<file path="config.mk">
export PLATFORM = sky130hd
export DESIGN_NAME = voice_allocator_oldest_steal_unit
export DESIGN_NICKNAME = d
export VERILOG_FILES = /design/src/rtl/vaos_pkg.sv /design/src/rtl/voice_allocator_oldest_steal_unit.sv /design/src/rtl/vaos_ctrl.sv /design/src/rtl/vaos_datapath.sv
export SDC_FILE = /design/constraint.sdc
export NUM_CORES = 1
export LEC_CHECK = 0
export BUFFER_PORTS_ARGS = -buffer_cell sky130_fd_sc_hd__buf_2
export CORE_MARGIN = 8
export CORE_UTILIZATION = 45
export DETAILED_ROUTE_END_ITERATION = 10
export GPL_TIMING_DRIVEN = 0
export HOLD_SLACK_MARGIN = 0.05
export PLACE_DENSITY = 0.62
export SLEW_MARGIN = 20
export SYNTH_ARGS = -nofsm -noshare
export SYNTH_HDL_FRONTEND = slang
export SYNTH_SLANG_ARGS = --single-unit
</file>
<file path="constraint.sdc">
create_clock -name clk -period 10.6 [get_ports clk]
set_clock_uncertainty 0.2 [all_clocks]
set_input_delay 0.53 -clock clk [delete_from_list [all_inputs] [get_ports clk]]
set_output_delay 0.53 -clock clk [all_outputs]
set_load 0.01 [all_outputs]
</file>
<file path="src/rtl/vaos_pkg.sv">
// Shared constants, field layout and controller/datapath interface types of the voice allocator.
package vaos_pkg;

    localparam int DEFAULT_VOICES      = 8;
    localparam int DEFAULT_LENGTH_BITS = 24;

    // Input beat layout, from the lowest bit up.
    localparam int ADDR_W      = 32;
    localparam int SND_LEN_W   = 24;
    localparam int TIME_W      = 32;
    localparam int BLK_W       = 16;
    localparam int IN_FIELDS_W = ADDR_W + SND_LEN_W + TIME_W + BLK_W;
    localparam int IN_TDATA_W  = ((IN_FIELDS_W + 7) / 8) * 8;

    localparam int IN_ADDR_LSB = 0;
    localparam int IN_LEN_LSB  = IN_ADDR_LSB + ADDR_W;
    localparam int IN_TIME_LSB = IN_LEN_LSB + SND_LEN_W;
    localparam int IN_BLK_LSB  = IN_TIME_LSB + TIME_W;

    // Input selector and result kind codes.
    localparam logic MODE_PLAY   = 1'b0;
    localparam logic MODE_BLOCK  = 1'b1;
    localparam logic KIND_ASSIGN = 1'b0;
    localparam logic KIND_FETCH  = 1'b1;

    // Commands from the controller to the datapath.
    typedef struct packed {
        logic capture;
        logic scan_step;
        logic play_commit;
        logic walk_step;
    } cmd_t;

    // Status from the datapath to the controller.
    typedef struct packed {
        logic any_free;
        logic scan_done;
        logic cur_busy;
        logic walk_done;
        logic out_free;
    } status_t;

endpackage

</file>
<file path="src/rtl/voice_allocator_oldest_steal_unit.sv">
// Top level of the voice allocator with oldest-voice stealing.
// Play: a beat with a free voice goes from the scan straight to the emit state, which
// registers its assignment; with every voice busy, the scan first finds the oldest start.
// Throughput: the unit works on one input beat at a time; a block beat walks the voice table
// one voice per cycle while the voice is idle or the output slot is free.
// Reset: rst_n clears all voices to free, the busy count to zero and the output to empty.
module voice_allocator_oldest_steal_unit
#(
    parameter int VOICES      = vaos_pkg::DEFAULT_VOICES,
    parameter int LENGTH_BITS = vaos_pkg::DEFAULT_LENGTH_BITS,
    localparam int VW         = $clog2(VOICES),
    localparam int CW         = $clog2(VOICES + 1),
    localparam int OUT_FIELDS = VW + CW + vaos_pkg::ADDR_W + vaos_pkg::BLK_W + 3,
    localparam int OUT_W      = ((OUT_FIELDS + 7) / 8) * 8
)
(
    input  logic                            clk,
    input  logic                            rst_n,
    input  logic                            s_tvalid,
    output logic                            s_tready,
    // Fields from bit 0: sound_address, sound_length, time_now, block_length.
    input  logic [vaos_pkg::IN_TDATA_W-1:0] s_tdata,
    // Field: mode (0 play a sound, 1 consume one output block).
    input  logic                            s_tuser,
    output logic                            m_tvalid,
    input  logic                            m_tready,
    // Fields from bit 0: voice, was_stolen, fetch_address, fetch_length, voice_finished,
    // active_count, audio_running, then zero fill.
    output logic [OUT_W-1:0]                m_tdata,
    // Field: result_kind (0 voice assignment, 1 fetch command).
    output logic                            m_tuser,
    output logic                            m_tlast
);

    // The controller decides when to capture, search, commit and walk; the datapath holds
    // the voice tables and a single output register. The output register lets a new beat
    // be accepted while the previous result still waits for m_tready.
    vaos_pkg::cmd_t    cmd;
    vaos_pkg::status_t status;

    vaos_ctrl u_ctrl
    (
        .clk      (clk),
        .rst_n    (rst_n),
        .s_tvalid (s_tvalid),
        .s_tuser  (s_tuser),
        .status   (status),
        .s_tready (s_tready),
        .cmd      (cmd)
    );

    vaos_datapath
    #(
        .VOICES      (VOICES),
        .LENGTH_BITS (LENGTH_BITS)
    )
    u_datapath
    (
        .clk      (clk),
        .rst_n    (rst_n),
        .s_tdata  (s_tdata),
        .cmd      (cmd),
        .m_tready (m_tready),
        .status   (status),
        .m_tvalid (m_tvalid),
        .m_tdata  (m_tdata),
        .m_tuser  (m_tuser),
        .m_tlast  (m_tlast)
    );

endmodule

</file>
<file path="src/rtl/vaos_ctrl.sv">
// Controller state machine that sequences play and block items through the datapath.
module vaos_ctrl
(
    input  logic              clk,
    input  logic              rst_n,
    input  logic              s_tvalid,
    input  logic              s_tuser,
    input  vaos_pkg::status_t status,
    output logic              s_tready,
    output vaos_pkg::cmd_t    cmd
);

    localparam logic [1:0] ST_IDLE = 2'd0;
    localparam logic [1:0] ST_SCAN = 2'd1;
    localparam logic [1:0] ST_EMIT = 2'd2;
    localparam logic [1:0] ST_WALK = 2'd3;

    logic [1:0] state_reg;
    logic [1:0] state_next;

    always_ff @(posedge clk or negedge rst_n)
    begin
        if (!rst_n)
        begin
            state_reg <= ST_IDLE;
        end
        else
        begin
            state_reg <= state_next;
        end
    end

    always_comb
    begin
        state_next = state_reg;
        s_tready   = 1'b0;
        cmd        = '0;
        case (state_reg)
            ST_IDLE:
            begin
                s_tready = 1'b1;
                if (s_tvalid)
                begin
                    cmd.capture = 1'b1;
                    state_next  = (s_tuser == vaos_pkg::MODE_BLOCK) ? ST_WALK : ST_SCAN;
                end
            end
            ST_SCAN:
            begin
                // A free voice needs no search; otherwise look for the oldest start time.
                if (status.any_free)
                begin
                    state_next = ST_EMIT;
                end
                else
                begin
                    cmd.scan_step = 1'b1;
                    if (status.scan_done)
                    begin
                        state_next = ST_EMIT;
                    end
                end
            end
            ST_EMIT:
            begin
                if (status.out_free)
                begin
                    cmd.play_commit = 1'b1;
                    state_next      = ST_IDLE;
                end
            end
            ST_WALK:
            begin
                // Idle voices are skipped at once; busy ones wait for the output slot.
                if (!status.cur_busy || status.out_free)
                begin
                    cmd.walk_step = 1'b1;
                    if (status.walk_done)
                    begin
                        state_next = ST_IDLE;
                    end
                end
            end
            default:
            begin
                state_next = ST_IDLE;
            end
        endcase
    end

endmodule

</file>
<file path="src/rtl/vaos_datapath.sv">
// Datapath of the voice allocator: voice tables, oldest search, advance logic and output register.
module vaos_datapath
#(
    parameter int VOICES      = vaos_pkg::DEFAULT_VOICES,
    parameter int LENGTH_BITS = vaos_pkg::DEFAULT_LENGTH_BITS,
    localparam int VW         = $clog2(VOICES),
    localparam int CW         = $clog2(VOICES + 1),
    localparam int OUT_FIELDS = VW + CW + vaos_pkg::ADDR_W + vaos_pkg::BLK_W + 3,
    localparam int OUT_W      = ((OUT_FIELDS + 7) / 8) * 8
)
(
    input  logic                            clk,
    input  logic                            rst_n,
    input  logic [vaos_pkg::IN_TDATA_W-1:0] s_tdata,
    input  vaos_pkg::cmd_t                  cmd,
    input  logic                            m_tready,
    output vaos_pkg::status_t               status,
    output logic                            m_tvalid,
    output logic [OUT_W-1:0]                m_tdata,
    output logic                            m_tuser,
    output logic                            m_tlast
);

    localparam logic [VW-1:0] LAST_IDX = VW'(VOICES - 1);

    // Per-voice tables; an entry is only read while its voice is busy.
    logic [vaos_pkg::ADDR_W-1:0] addr_mem  [VOICES];
    logic [LENGTH_BITS-1:0]      left_mem  [VOICES];
    logic [vaos_pkg::TIME_W-1:0] start_mem [VOICES];

    logic [VOICES-1:0]           busy_reg;
    logic [CW-1:0]               total_reg;
    logic [VW-1:0]               idx_reg;
    logic [VW-1:0]               oldest_reg;
    logic [vaos_pkg::TIME_W-1:0] oldest_time_reg;

    logic [vaos_pkg::ADDR_W-1:0]    in_addr_reg;
    logic [vaos_pkg::SND_LEN_W-1:0] in_len_reg;
    logic [vaos_pkg::TIME_W-1:0]    in_time_reg;
    logic [vaos_pkg::BLK_W-1:0]     in_blk_reg;

    logic             out_valid_reg;
    logic             out_valid_next;
    logic [OUT_W-1:0] out_data_reg;
    logic             out_kind_reg;
    logic             out_last_reg;

    logic                        free_found;
    logic [VW-1:0]               free_idx;
    logic                        above_busy;
    logic                        cur_busy;
    logic [vaos_pkg::ADDR_W-1:0] cur_addr;
    logic [LENGTH_BITS-1:0]      cur_left;
    logic [vaos_pkg::TIME_W-1:0] cur_time;
    logic [31:0]                 left_ext;
    logic [31:0]                 blk_ext;
    logic [31:0]                 amt_wide;
    logic [vaos_pkg::BLK_W-1:0]  amt;
    logic [LENGTH_BITS-1:0]      left_new;
    logic                        fin;
    logic [31:0]                 snd_len_ext;
    logic [VW-1:0]               sel;
    logic                        stolen;
    logic [CW-1:0]               total_play;
    logic [CW-1:0]               total_walk;
    logic                        out_free;
    logic [OUT_W-1:0]            play_data;
    logic [OUT_W-1:0]            walk_data;

    // Lowest free voice and whether any busy voice sits above the walk position.
    always_comb
    begin
        free_found = 1'b0;
        free_idx   = '0;
        above_busy = 1'b0;
        for (int j = VOICES - 1; j >= 0; j--)
        begin
            if (!busy_reg[j])
            begin
                free_found = 1'b1;
                free_idx   = VW'(j);
            end
            if (busy_reg[j] && (j > int'(idx_reg)))
            begin
                above_busy = 1'b1;
            end
        end
    end

    assign cur_busy = busy_reg[idx_reg];
    assign cur_addr = addr_mem[idx_reg];
    assign cur_left = left_mem[idx_reg];
    assign cur_time = start_mem[idx_reg];

    assign left_ext = 32'(cur_left);
    assign blk_ext  = 32'(in_blk_reg);
    assign amt_wide = (left_ext < blk_ext) ? left_ext : blk_ext;
    assign amt      = amt_wide[vaos_pkg::BLK_W-1:0];
    assign left_new = cur_left - amt_wide[LENGTH_BITS-1:0];
    assign fin      = (left_new == '0);

    assign snd_len_ext = 32'(in_len_reg);

    assign sel        = free_found ? free_idx : oldest_reg;
    assign stolen     = !free_found;
    assign total_play = free_found ? total_reg + CW'(1) : total_reg;
    assign total_walk = fin ? total_reg - CW'(1) : total_reg;

    assign out_free = !out_valid_reg || m_tready;

    assign play_data = OUT_W'({(total_play != '0), total_play, 1'b0, {vaos_pkg::BLK_W{1'b0}},
                               {vaos_pkg::ADDR_W{1'b0}}, stolen, sel});
    assign walk_data = OUT_W'({(total_walk != '0), total_walk, fin, amt, cur_addr, 1'b0,
                               idx_reg});

    assign status.any_free  = free_found;
    assign status.scan_done = (idx_reg == LAST_IDX);
    assign status.cur_busy  = cur_busy;
    assign status.walk_done = !above_busy;
    assign status.out_free  = out_free;

    always_comb
    begin
        out_valid_next = out_valid_reg && !m_tready;
        if (cmd.play_commit || (cmd.walk_step && cur_busy))
        begin
            out_valid_next = 1'b1;
        end
    end

    // Control state.
    always_ff @(posedge clk or negedge rst_n)
    begin
        if (!rst_n)
        begin
            busy_reg      <= '0;
            total_reg     <= '0;
            idx_reg       <= '0;
            out_valid_reg <= 1'b0;
        end
        else
        begin
            out_valid_reg <= out_valid_next;
            if (cmd.capture)
            begin
                idx_reg <= '0;
            end
            if (cmd.scan_step || cmd.walk_step)
            begin
                idx_reg <= idx_reg + VW'(1);
            end
            if (cmd.play_commit)
            begin
                busy_reg[sel] <= 1'b1;
                total_reg     <= total_play;
            end
            if (cmd.walk_step && cur_busy && fin)
            begin
                busy_reg[idx_reg] <= 1'b0;
                total_reg         <= total_walk;
            end
        end
    end

    // Payload registers and voice tables.
    always_ff @(posedge clk)
    begin
        if (cmd.capture)
        begin
            in_addr_reg <= s_tdata[vaos_pkg::IN_ADDR_LSB +: vaos_pkg::ADDR_W];
            in_len_reg  <= s_tdata[vaos_pkg::IN_LEN_LSB +: vaos_pkg::SND_LEN_W];
            in_time_reg <= s_tdata[vaos_pkg::IN_TIME_LSB +: vaos_pkg::TIME_W];
            in_blk_reg  <= s_tdata[vaos_pkg::IN_BLK_LSB +: vaos_pkg::BLK_W];
        end
        if (cmd.scan_step && ((idx_reg == '0) || (cur_time < oldest_time_reg)))
        begin
            oldest_reg      <= idx_reg;
            oldest_time_reg <= cur_time;
        end
        if (cmd.play_commit)
        begin
            addr_mem[sel]  <= in_addr_reg;
            left_mem[sel]  <= snd_len_ext[LENGTH_BITS-1:0];
            start_mem[sel] <= in_time_reg;
            out_data_reg   <= play_data;
            out_kind_reg   <= vaos_pkg::KIND_ASSIGN;
            out_last_reg   <= 1'b1;
        end
        if (cmd.walk_step && cur_busy)
        begin
            addr_mem[idx_reg] <= cur_addr + 32'(amt);
            left_mem[idx_reg] <= left_new;
            out_data_reg      <= walk_data;
            out_kind_reg      <= vaos_pkg::KIND_FETCH;
            out_last_reg      <= !above_busy;
        end
    end

    assign m_tvalid = out_valid_reg;
    assign m_tdata  = out_data_reg;
    assign m_tuser  = out_kind_reg;
    assign m_tlast  = out_last_reg;

endmodule

</file>
**Word level (Yosys, flattened, before mapping)**

Memory sizes are Yosys's and may differ from the RTL's.
Index checks and enable logic that the tools add are counted.

- Register bits after elaboration: 217
- Memory bits (writable): 704
- Input port bits: 109
- Output and inout bits: 68
- Word-level logic and storage cells: 153
- Memories: 3

Memories:

| memory | words | bits a word | read ports | clocked after Yosys merged registers in | wr ports | RTL line | text |
|---|---|---|---|---|---|---|---|
| u_datapath.addr_mem | 8 | 32 | 1 | 0 | 1 | vaos_datapath.sv:27 | `logic [vaos_pkg::ADDR_W-1:0] addr_mem [VOICES];` |
| u_datapath.start_mem | 8 | 32 | 1 | 0 | 1 | vaos_datapath.sv:29 | `logic [vaos_pkg::TIME_W-1:0] start_mem [VOICES];` |
| u_datapath.left_mem | 8 | 24 | 1 | 0 | 1 | vaos_datapath.sv:28 | `logic [LENGTH_BITS-1:0] left_mem [VOICES];` |

- Add/subtract/negate cells: 5
- Magnitude comparators: 13
- Equality and inequality tests: 9
- Multiplexer cells: 71
- Bitwise logic cells: 3
- Reduce and logical (&&, ||, !) cells: 34

Operator list:

| cell | number |
|---|---|
| 58-bit two-way mux | 2 |
| 24-bit two-way mux | 2 |
| 3-bit two-way mux | 13 |
| 1-bit two-way mux | 36 |
| 32-bit by 16-bit adder with 32-bit output | 1 |
| 32-bit less-than comparator | 1 |
| 32-bit two-way mux | 1 |
| 32-bit OR reduction | 1 |
| 24-bit zero test | 1 |
| 24-bit by 16-bit less-than comparator with 1-bit output | 1 |
| 24-bit OR reduction | 1 |
| 24-bit subtractor | 1 |
| 4-bit two-way mux | 4 |
| 8-bit two-way mux | 2 |
| 2-bit two-way mux | 7 |
| 1-bit logical AND | 13 |
| 3-bit > comparator, first input constant | 4 |
| 8-bit AND | 1 |
| 3-bit by 4-bit less-than comparator with 1-bit output, second input constant | 2 |
| 8-bit inverter | 1 |
| 8-bit bitwise OR | 1 |
| 2-bit one-hot mux with 4 select lines | 1 |
| 4-bit nonzero test | 2 |
| 1-bit demux with 3-bit select | 2 |
| other kinds (19) | 34 |

**Depth between registers and ports, before layout**

Gate-level depths: netlist of the first run.

- Depth in word-level cells: 17
- Gate-level depth with buffers: 40
- Mapped depth without buffers: 30

**By module**

Synthesis of the first run repeated with hierarchy kept, for this count alone.

- Cell total of the unflattened synthesis: 3570
- Area, all modules: 43510.5 um^2

Modules (own cells, without submodules):

| module | times used | cells an instance | area each (um^2) | sequential area each (um^2) |
|---|---|---|---|---|
| vaos_datapath | 1 | 3550 | 43335.3 | 27496.4 |
| vaos_ctrl | 1 | 20 | 175.2 | 50.0 |

**Least setup slack after synthesis of the first run**

Ideal clock, no wire load.

- Path kind: flip-flop to flip-flop
- From: register u_datapath.idx_reg[2]
- To: register u_datapath.out_data_reg[57] (netlist: u_datapath.m_tdata[57]) (data pin)
- Setup time: 0.265 ns
- Arrival time: 9.196 ns
- Data required time: 10.135 ns
- Path slack: 0.939 ns
- Cell stages (with the launch flop): 38
- Buffers on the path: 11
- Clock period less this slack: 9.661 ns
- Cells stage by stage: dfrtp_1 -> buf_2 -> clkbuf_1 -> buf_2 -> buf_2 -> buf_2 -> buf_1 -> clkbuf_1 -> buf_1 -> mux2_2 -> a221oi_1 -> a21oi_1 -> a221o_1 -> ha_1 -> a211oi_1 -> o21ai_0 -> or4b_4 -> a211o_1 -> [2 not listed] -> buf_4 -> buf_4 -> mux2i_1 -> ha_1 -> nor2b_1 -> o21ai_0 -> a21oi_1 -> o21a_1 -> o21a_1 -> o311a_1 -> o31a_1 -> a2111oi_2 -> xnor2_1 -> nand4_2 -> nor3_1 -> xnor2_1 -> o22ai_2 -> or3_1

- Longest elaborated chain between the ends: 8
- Elaborated cells on any way between the ends: 15
- Classes of those cells: add/sub: 1; order compare: 1; mux: 7; reduce/logical: 5; memory: 1

Ends and longest elaborated chain:

| element | RTL line | text |
|---|---|---|
| start, declared | vaos_datapath.sv:33 | `logic [VW-1:0] idx_reg;` |
| start signal, assigned | vaos_datapath.sv:150 | `idx_reg <= idx_reg + VW'(1);` |
| memory 8 x 24 bit or 1-bit binary-select mux with 3-bit select (tied branches) | - |  |
| 24-bit by 16-bit less-than comparator with 1-bit output or 1-bit two-way mux (tied branches) | vaos_datapath.sv:97, vaos_datapath.sv:90 |  |
| 24-bit two-way mux or 1-bit zero test (tied branches) | vaos_datapath.sv:97, vaos_ctrl.sv:75 |  |
| 24-bit subtractor or 1-bit logical OR (tied branches) | vaos_datapath.sv:99, vaos_ctrl.sv:75 |  |
| 24-bit zero test or 1-bit two-way mux (tied branches) | vaos_datapath.sv:100, vaos_ctrl.sv:75 |  |
| 4-bit two-way mux or 1-bit two-way mux (tied branches) | vaos_datapath.sv:107, vaos_ctrl.sv:38 |  |
| 4-bit nonzero test or 1-bit logical AND (tied branches) | vaos_datapath.sv:113, vaos_datapath.sv:189 |  |
| 58-bit two-way mux (*) | vaos_datapath.sv:189 | `if (cmd.walk_step && cur_busy)` |
| end signal, assigned | vaos_datapath.sv:185 | `out_data_reg <= play_data;` |
| end signal, assigned | vaos_datapath.sv:193 | `out_data_reg <= walk_data;` |
| end, declared | vaos_datapath.sv:44 | `logic [OUT_W-1:0] out_data_reg;` |

Mark *: on every way between the ends. The rest lies on a longest branch, timed or not. The select of a mux whose other input is x is not followed.
A chain may end at the register's enable or synchronous reset.

**Worst setup path in the final report of the first run**

- From: register u_datapath.idx_reg[0]
- To: register u_datapath.out_data_reg[57] (netlist: u_datapath.m_tdata[57]) (data pin)

The elaborated chain is that of the path after synthesis.

==> results of run 1 <==
## critical path: cells and delay by family, from the launching register on
| family | cells | cell delay [ns] |
|---|---|---|
| AO/OA/AOI/OAI | 13 | 3.58 |
| adder cells (fa/ha/maj) | 3 | 1.00 |
| AND/OR/NAND/NOR | 6 | 1.94 |
| multiplexers | 1 | 0.41 |
| XOR/XNOR | 1 | 0.16 |
| flip-flops | 1 | 0.49 |
| buffers and inverters | 6 | 2.30 |
## how the worst max path moves through the flow
stage | to | slack, ns
2_1_floorplan | u_datapath.m_tdata[57]$_DFFE_PP_ | 0.94
3_3_place_gp | u_datapath.addr_mem[4][0]$_DFFE_PP_ | -4.99
3_5_place_dp | u_datapath.addr_mem[1][25]$_DFFE_PP_ | -3.22
4_1_cts | u_datapath.m_tdata[57]$_DFFE_PP_ | 0.02
5_1_grt | u_datapath.addr_mem[2][25]$_DFFE_PP_ | 0.05
6_report | u_datapath.m_tdata[57]$_DFFE_PP_ | 0.17
## through the flow
| step | power, mW | setup WS (ns) | instance area, um2 | hold slack (ns) | util |
|---|---|---|---|---|---|
| after global routing | 16.5 | 0.0542 | 46400 | 0.138 | 0.547 |
| after detailed placement | 12.2 | -3.22 | 41700 | 0.247 | 0.492 |
| after global placement | 11.8 | -4.99 | 40600 | 0.239 | 0.479 |
| final | 15.8 | 0.174 | 46400 | 0.0999 | 0.547 |
| after floorplan | 9.58 | 0.939 | 38300 | 0.0344 | - |
| after CTS | 15.7 | 0.0188 | 46100 | 0.106 | 0.544 |
## repair_timing
item	4_1_cts	5_1_grt
gates cloned	0	0
hold endpoints to repair	122	0
endpoints found under the setup margin	442	155
pin swaps	5	7
gates resized for setup	54	46
hold buffers	105	0
buffers inserted	8	5
## layout make-up
cell class                 count  area, um2
buffer                       125        651
multi-input combinational   1400      10300
sequential                   921      27500
inverter                      86        330
clock inverter                56        591
fill                        6827      38400
timing repair buffer         353       2980
clock buffer                 123       2570
tap                         1144       1430
## synthesized netlist by cell type, drive strengths merged, types with 13 or more instances
cell / count / area share
edfxtp: 901 / 0.71
nand2: 158 / 0.015
nor2: 153 / 0.015
a22oi: 111 / 0.022
o21ai: 98 / 0.013
inv: 84 / 0.0082
clkbuf: 82 / 0.0080
a21oi: 78 / 0.010
ha: 65 / 0.021
a221oi: 55 / 0.013
o22ai: 55 / 0.0091
mux2: 51 / 0.015
buf: 48 / 0.0069
mux2i: 44 / 0.011
nor3: 37 / 0.0051
xnor2: 35 / 0.0080
nand3: 34 / 0.0044
and2: 33 / 0.0054
nand4: 31 / 0.0052
mux4: 27 / 0.016
nor2b: 24 / 0.0039
a31oi: 22 / 0.0038
a22o: 21 / 0.0048
dfrtp: 18 / 0.012
and3: 17 / 0.0028
nand2b: 17 / 0.0028
o31ai: 17 / 0.0033
nor4: 14 / 0.0028
xor2: 13 / 0.0030
## power breakdown
part / switching (mW) / total (mW) / internal (mW)
combinational: 4.43 / 6.57 / 2.14
sequential: 0.312 / 5.89 / 5.58
clock: 1.41 / 3.38 / 1.96
total: 6.16 / 15.8 / 9.68
## cells in the final DEF, fill, tap and decap left out, types with 16 or more instances in the layout
| master | count |
|---|---|
| buf_4 | 52 |
| nor2b_1 | 24 |
| mux2i_1 | 41 |
| nor3_1 | 30 |
| nand2_1 | 158 |
| dlygate4sd3_1 | 105 |
| a21oi_1 | 76 |
| buf_6 | 21 |
| a22o_1 | 21 |
| a31oi_1 | 19 |
| edfxtp_1 | 901 |
| xnor2_1 | 34 |
| nand4_1 | 30 |
| ha_1 | 65 |
| dfrtp_1 | 16 |
| mux2_2 | 51 |
| inv_1 | 82 |
| a221oi_1 | 53 |
| clkinv_2 | 17 |
| clkbuf_1 | 89 |
| clkbuf_16 | 98 |
| nand2b_1 | 16 |
| mux4_2 | 26 |
| buf_2 | 178 |
| o22ai_1 | 54 |
| nor2_1 | 143 |
| nand3_1 | 32 |
| a22oi_1 | 111 |
| o21ai_0 | 80 |
| and2_1 | 32 |
| clkinv_1 | 16 |
## routing by layer
layer	global-route usage	vias to the layer above	part of all wire
met5	0	-	0
met4	0.0762	0	0.033
met3	0.0381	201	0.072
met2	0.395	1122	0.49
met1	0.313	12500	0.41
li1	-	10900	-
## cell families after synthesis
logic type                 synth area share
adders and majority gates            0.0236
and+or+nand+nor                      0.0754
xor gates and xnor gates             0.0110
muxes                                0.0424
buffers and inverters                0.0233
AOI/OAI and AO/OA                     0.105
other                             0.0000979
DFF                                   0.719
==> results_dict.tcl, run 1 <==
set metrics [dict create \
    drv_slew 11 \
    dieArea_um2 94800 \
    async_flop_share 0.0195 \
    finalHoldViolations 0 \
    slowest_stage "buf_1" \
    clk-insertion-delay-late_ns 0.68 \
    setup_tns_ns 0 \
    instances_no_fill 4208 \
    ant_nets 0 \
    clock.fmax_mhz 95.9 \
    synth_area_um2 38300 \
    area_growth_syn_to_layout_pct 21.0 \
    htree_levels 3 \
    cts_buffers 97 \
    coreArea_um2 84700 \
    setup_violations 0 \
    ctsRootBufferMaster "clkbuf_16" \
    critPathLaunchType "register" \
    largest_registers "u_datapath.addr_mem (256), u_datapath.start_mem (256), u_datapath.left_mem (192)" \
    grt_max_degree 56 \
    hold_path_class "in -> reg" \
    synth-seq-area-share 0.719 \
    cts_tree "yes" \
    yosysWarnings 0 \
    grt_pass1_wl_um 165000 \
    min_from "m_tready" \
    relSlewSlack -0.00838 \
    period_needed_ns 10.43 \
    placedCellCount 3916 \
    synth.ff_latch_count 921 \
    avgSynthCellArea_um2 15.1 \
    dr_total_vias 24800 \
    holdPathStages 3 \
    synthFlopType "edfxtp_1" \
    post_drt_wl_per_cell_um 27.1 \
    drive_gt1_frac 0.195 \
    dieWidth_um 308 \
    antenna_cells 0 \
    ios 177 \
    critical_path_class "reg -> reg" \
    nets 3160 \
    first_iter_violations 2480 \
    initial_utilization 0.452 \
    worstReg2RegStart "u_datapath.idx_reg[0]$_DFFE_PN0P_" \
    r2r_slack_ns 0.17 \
    hold_end "u_datapath.m_tvalid$_DFF_PN0_" \
    drc 0 \
    worst_path_most_repeated_cell "a21oi_1" \
    fp.dieH_um 308 \
    p_leak_nw 16.1 \
    powerDensity_nw_per_um2 342 \
    crit_path_start "u_datapath.idx_reg[0]$_DFFE_PN0P_" \
    via_per_inst 5.88 \
    ir_drop_v 0.000177 \
    cts_sinks 921 \
    drv_cap 1 \
    cp-end-kind "register" \
    io_buffers 170 \
    finalCritPeriodShare 0.984 \
    worstMarginPinSlew_ns 1.51 \
    status "finished, violations left" \
    drt-total-wl_um 114000 \
    path_max_fanout 10 \
    grt.overflow.total 0 \
    rsz0062_at_grt "false" \
    failed_checks "capacitance limit, slew limit" \
    reg2reg_to "u_datapath.m_tdata[57]$_DFFE_PP_" \
    cts_buffer_depth 3 \
    antenna_found_initial 2 \
    cp.arrival_ns 10.58 \
    grt_pass1_vias 24600 \
    dp.final_hpwl_um 80200 \
    clk_pin_slew_ns 0.06 \
    fp-row-count 107 \
    synth_edf_count 901 \
    globalRouteTotalUtil 0.235 \
    max_stage_delay_ns 0.89 \
    routabilityCongestion 0.930 \
    syn_inst 2532 \
    ff2ff_path_depth 30 \
    critPathRequiredTime_ns 10.76 \
    drt-pass1-iter-count 6 \
    ys_types 94 \
]
Power figures use the tool's default switching activity.
==> run 2: changes to the inputs <==
--- a/config.mk
+++ b/config.mk
@@ -5,6 +5,7 @@
 export SDC_FILE = /design/constraint.sdc
 export NUM_CORES = 1
 export LEC_CHECK = 0
+export ABC_AREA = 1
 export BUFFER_PORTS_ARGS = -buffer_cell sky130_fd_sc_hd__buf_2
 export CORE_MARGIN = 8
 export CORE_UTILIZATION = 45
==> run 2 against run 1 <==
Net effect:
- register-to-register slack better by 0.26 ns
- area after synthesis shrank 0.60%
- via count rose by 2.1%
- sequential power shrank 6.6%
- largest power group is now registers
- power is 12% lower
- clock-buffer cell count fell by 12
- sequential share of layout area rose by 0.79 points
- maximum frequency is 2.6% higher
- die area fell by 0.57%
- the run now ends clean
- critical endpoint is now u_datapath.addr_mem[6][30]$_DFFE_PP_
==> results_dict.tcl, run 2 <==
set metrics [dict create \
    status "complete, no violations" \
    synth.ff_latch_count 921 \
    dp.final_hpwl_um 77500 \
    powerDensity_nw_per_um2 306 \
    placed_cell_area_um2 41600 \
    dieWidth_um 307 \
    worstReg2RegStart "u_datapath.idx_reg[1]$_DFFE_PN0P_" \
    grt_pass1_wl_um 163000 \
    synth_area_um2 38100 \
    fillCellCount 6823 \
    relSlewSlack 0.145 \
    synth.top_cell.area_share 0.710 \
    drc 0 \
    cts_sinks 921 \
    worst_path_most_repeated_cell "nand2_1" \
    critPathLaunchType "register" \
    cts_buffer_depth 3 \
    path_max_fanout 10 \
    grt.overflow.total 0 \
    min_from "m_tready" \
    synth_top_cells_by_count "901 x edfxtp_1, 561 x nand2_1, 263 x inv_1, 192 x nor2_1, 98 x nand3_1" \
    slowest_stage "clkbuf_1" \
    grt_max_degree 68 \
    area_growth_syn_to_layout_pct 20.1 \
    async_flop_share 0.0195 \
    routabilityCongestion 0.924 \
    coreArea_um2 83700 \
    io_buffers 170 \
    grt_pass1_vias 25500 \
    clk_pin_slew_ns 0.06 \
    cp.arrival_ns 10.33 \
    rsz0062_at_grt "false" \
    drt-total-wl_um 111000 \
    antenna_found_initial 1 \
    ir_drop_v 0.000162 \
    first_iter_violations 2581 \
    initial_utilization 0.455 \
    stdcell_area_um2 45800 \
    setup_violations 0 \
    cp-end-kind "register" \
    clock.fmax_mhz 98.4 \
    setup_tns_ns 0 \
    finalHoldViolations 0 \
    clk-insertion-delay-late_ns 0.66 \
    final_common_cell "edfxtp_1" \
    nets 3519 \
    critPathRequiredTime_ns 10.76 \
    mostFrequentLayoutCells "901 x edfxtp_1, 560 x nand2_1, 262 x inv_1, 176 x nor2_1, 174 x buf_2" \
    finalCritPeriodShare 0.959 \
    syn_inst 2929 \
    ios 177 \
    drt-pass1-iter-count 6 \
    p_leak_nw 17.0 \
    yosysMostFrequentCell "edfxtp_1" \
    avgSynthCellArea_um2 13.0 \
    fp.dieH_um 307 \
    post_drt_wl_per_cell_um 24.4 \
    drv_cap 0 \
    max_stage_delay_ns 0.67 \
    crit_path_start "u_datapath.idx_reg[1]$_DFFE_PN0P_" \
    hold_path_class "in -> reg" \
    synth_edf_count 901 \
    cts_buffers 94 \
    period_needed_ns 10.17 \
    drv_slew 0 \
    ctsRootBufferMaster "clkbuf_16" \
    synth-seq-area-share 0.723 \
    globalRouteTotalUtil 0.232 \
    htree_levels 3 \
    synthFlopType "edfxtp_1" \
    yosysWarnings 0 \
    largest_registers "u_datapath.addr_mem (256), u_datapath.start_mem (256), u_datapath.left_mem (192)" \
    dieArea_um2 94200 \
    via_per_inst 5.55 \
    drive_gt1_frac 0.146 \
    cts_tree "yes" \
    dr_total_vias 25300 \
    critical_path_class "reg -> reg" \
    fp-row-count 106 \
    synth_area_leaders "edfxtp_1 71%, nand2_1 5.5%, inv_1 2.6%, ha_1 2.1%, nor2_1 1.9%" \
    yosys.area.top_type "edfxtp_1" \
    ant_nets 0 \
    utilization 0.547 \
    ys_types 62 \
    worstMarginPinSlew_ns 1.28 \
]
-- run 2: changes by cell type after synthesis, moves of 45 or more --
cell,change
nand3_1,+64
mux2_2,-51
nand4_1,+45
inv_1,+179
nand2_1,+403
-- run 2: metal layers --
| layer | global-route usage | vias to the layer above | wire (um) |
|---|---|---|---|
| li1 | - | 11500 | - |
| met1 | 0.299 | 12500 | 45000 |
| met2 | 0.395 | 1044 | 54500 |
| met3 | 0.0405 | 202 | 7520 |
| met4 | 0.0821 | 0 | 4080 |
| met5 | 0 | - | 0 |
-- run 2: cells by family (layout without fill, tap and decap cells) --
kind of cell	Yosys count	after routing	synth area share
xor gates and xnor gates	29	29	0.00687
AOI/OAI and AO/OA	472	472	0.0842
other	1	7	0.0000984
and+or+nand+nor	1039	1039	0.121
buffers and inverters	400	888	0.0423
adders and majority gates	67	67	0.0224
DFF	921	921	0.723
-- run 2: layout make-up --
class / instances / area (um2) / share of cell area
Inverter: 296 / 1120 / 0.0245
Multi-Input combinational cell: 1613 / 9110 / 0.199
Timing Repair Buffer: 316 / 2940 / 0.0642
Clock inverter: 64 / 702 / 0.0153
Buffer: 101 / 493 / 0.0108
Antenna cell: 1 / 2.50 / 0.0000547
Clock buffer: 111 / 2440 / 0.0532
Tap cell: 1134 / 1420 / 0.0310
Sequential cell: 921 / 27500 / 0.602
-- run 2: worst max-delay path: cells and delay by family (launching register included) --
| family | cells | cell delay [ns] |
|---|---|---|
| AOI/OAI and AO/OA | 4 | 1.33 |
| adders and majority gates | 3 | 1.05 |
| DFF | 1 | 0.42 |
| and+or+nand+nor | 22 | 3.57 |
| buffers and inverters | 12 | 3.26 |
-- run 2: final timing paths --
| check | endpoint | slack (ns) | cells after the start |
|---|---|---|---|
| setup / recovery | u_datapath.addr_mem[6][30]$_DFFE_PP_ | 0.43 | 41 |
| hold / removal | u_datapath.m_tvalid$_DFF_PN0_ | 0.11 | 4 |
| setup reg to reg | u_datapath.addr_mem[6][30]$_DFFE_PP_ | 0.43 | 41 |
| hold reg to reg | u_datapath.oldest_reg[2]$_DFFE_PP_ | 0.31 | 0 |
| max in group asynchronous | u_datapath.busy_reg[0]$_DFF_PN0_ | 9.66 | 2 |
| min in group asynchronous | u_datapath.m_tvalid$_DFF_PN0_ | 0.18 | 2 |
-- run 2: report_power, final --
| part | internal, mW | switching [mW] |
|---|---|---|
| sequential | 5.21 | 0.296 |
| clock | 1.97 | 1.40 |
| combinational | 1.48 | 3.65 |
| total | 8.66 | 5.34 |
-- run 2: stage by stage --
stage	instances	hold WS, ns	power [mW]	setup WS (ns)
2_1_floorplan	2934	0.0344	8.50	3.58
3_3_place_gp	4238	0.287	10.3	-2.19
3_5_place_dp	4278	0.294	10.6	-0.279
4_1_cts	4559	0.0714	14.0	0.0361
5_1_grt	4556	0.0680	14.7	0.000446
6_report	4557	0.106	14.0	0.434
-- run 2: timing repair --
item	CTS	global route
setup endpoints to repair	73	82
hold endpoints to repair	123	0
resized for setup	2	11
hold buffers	106	0
buffers inserted	0	0
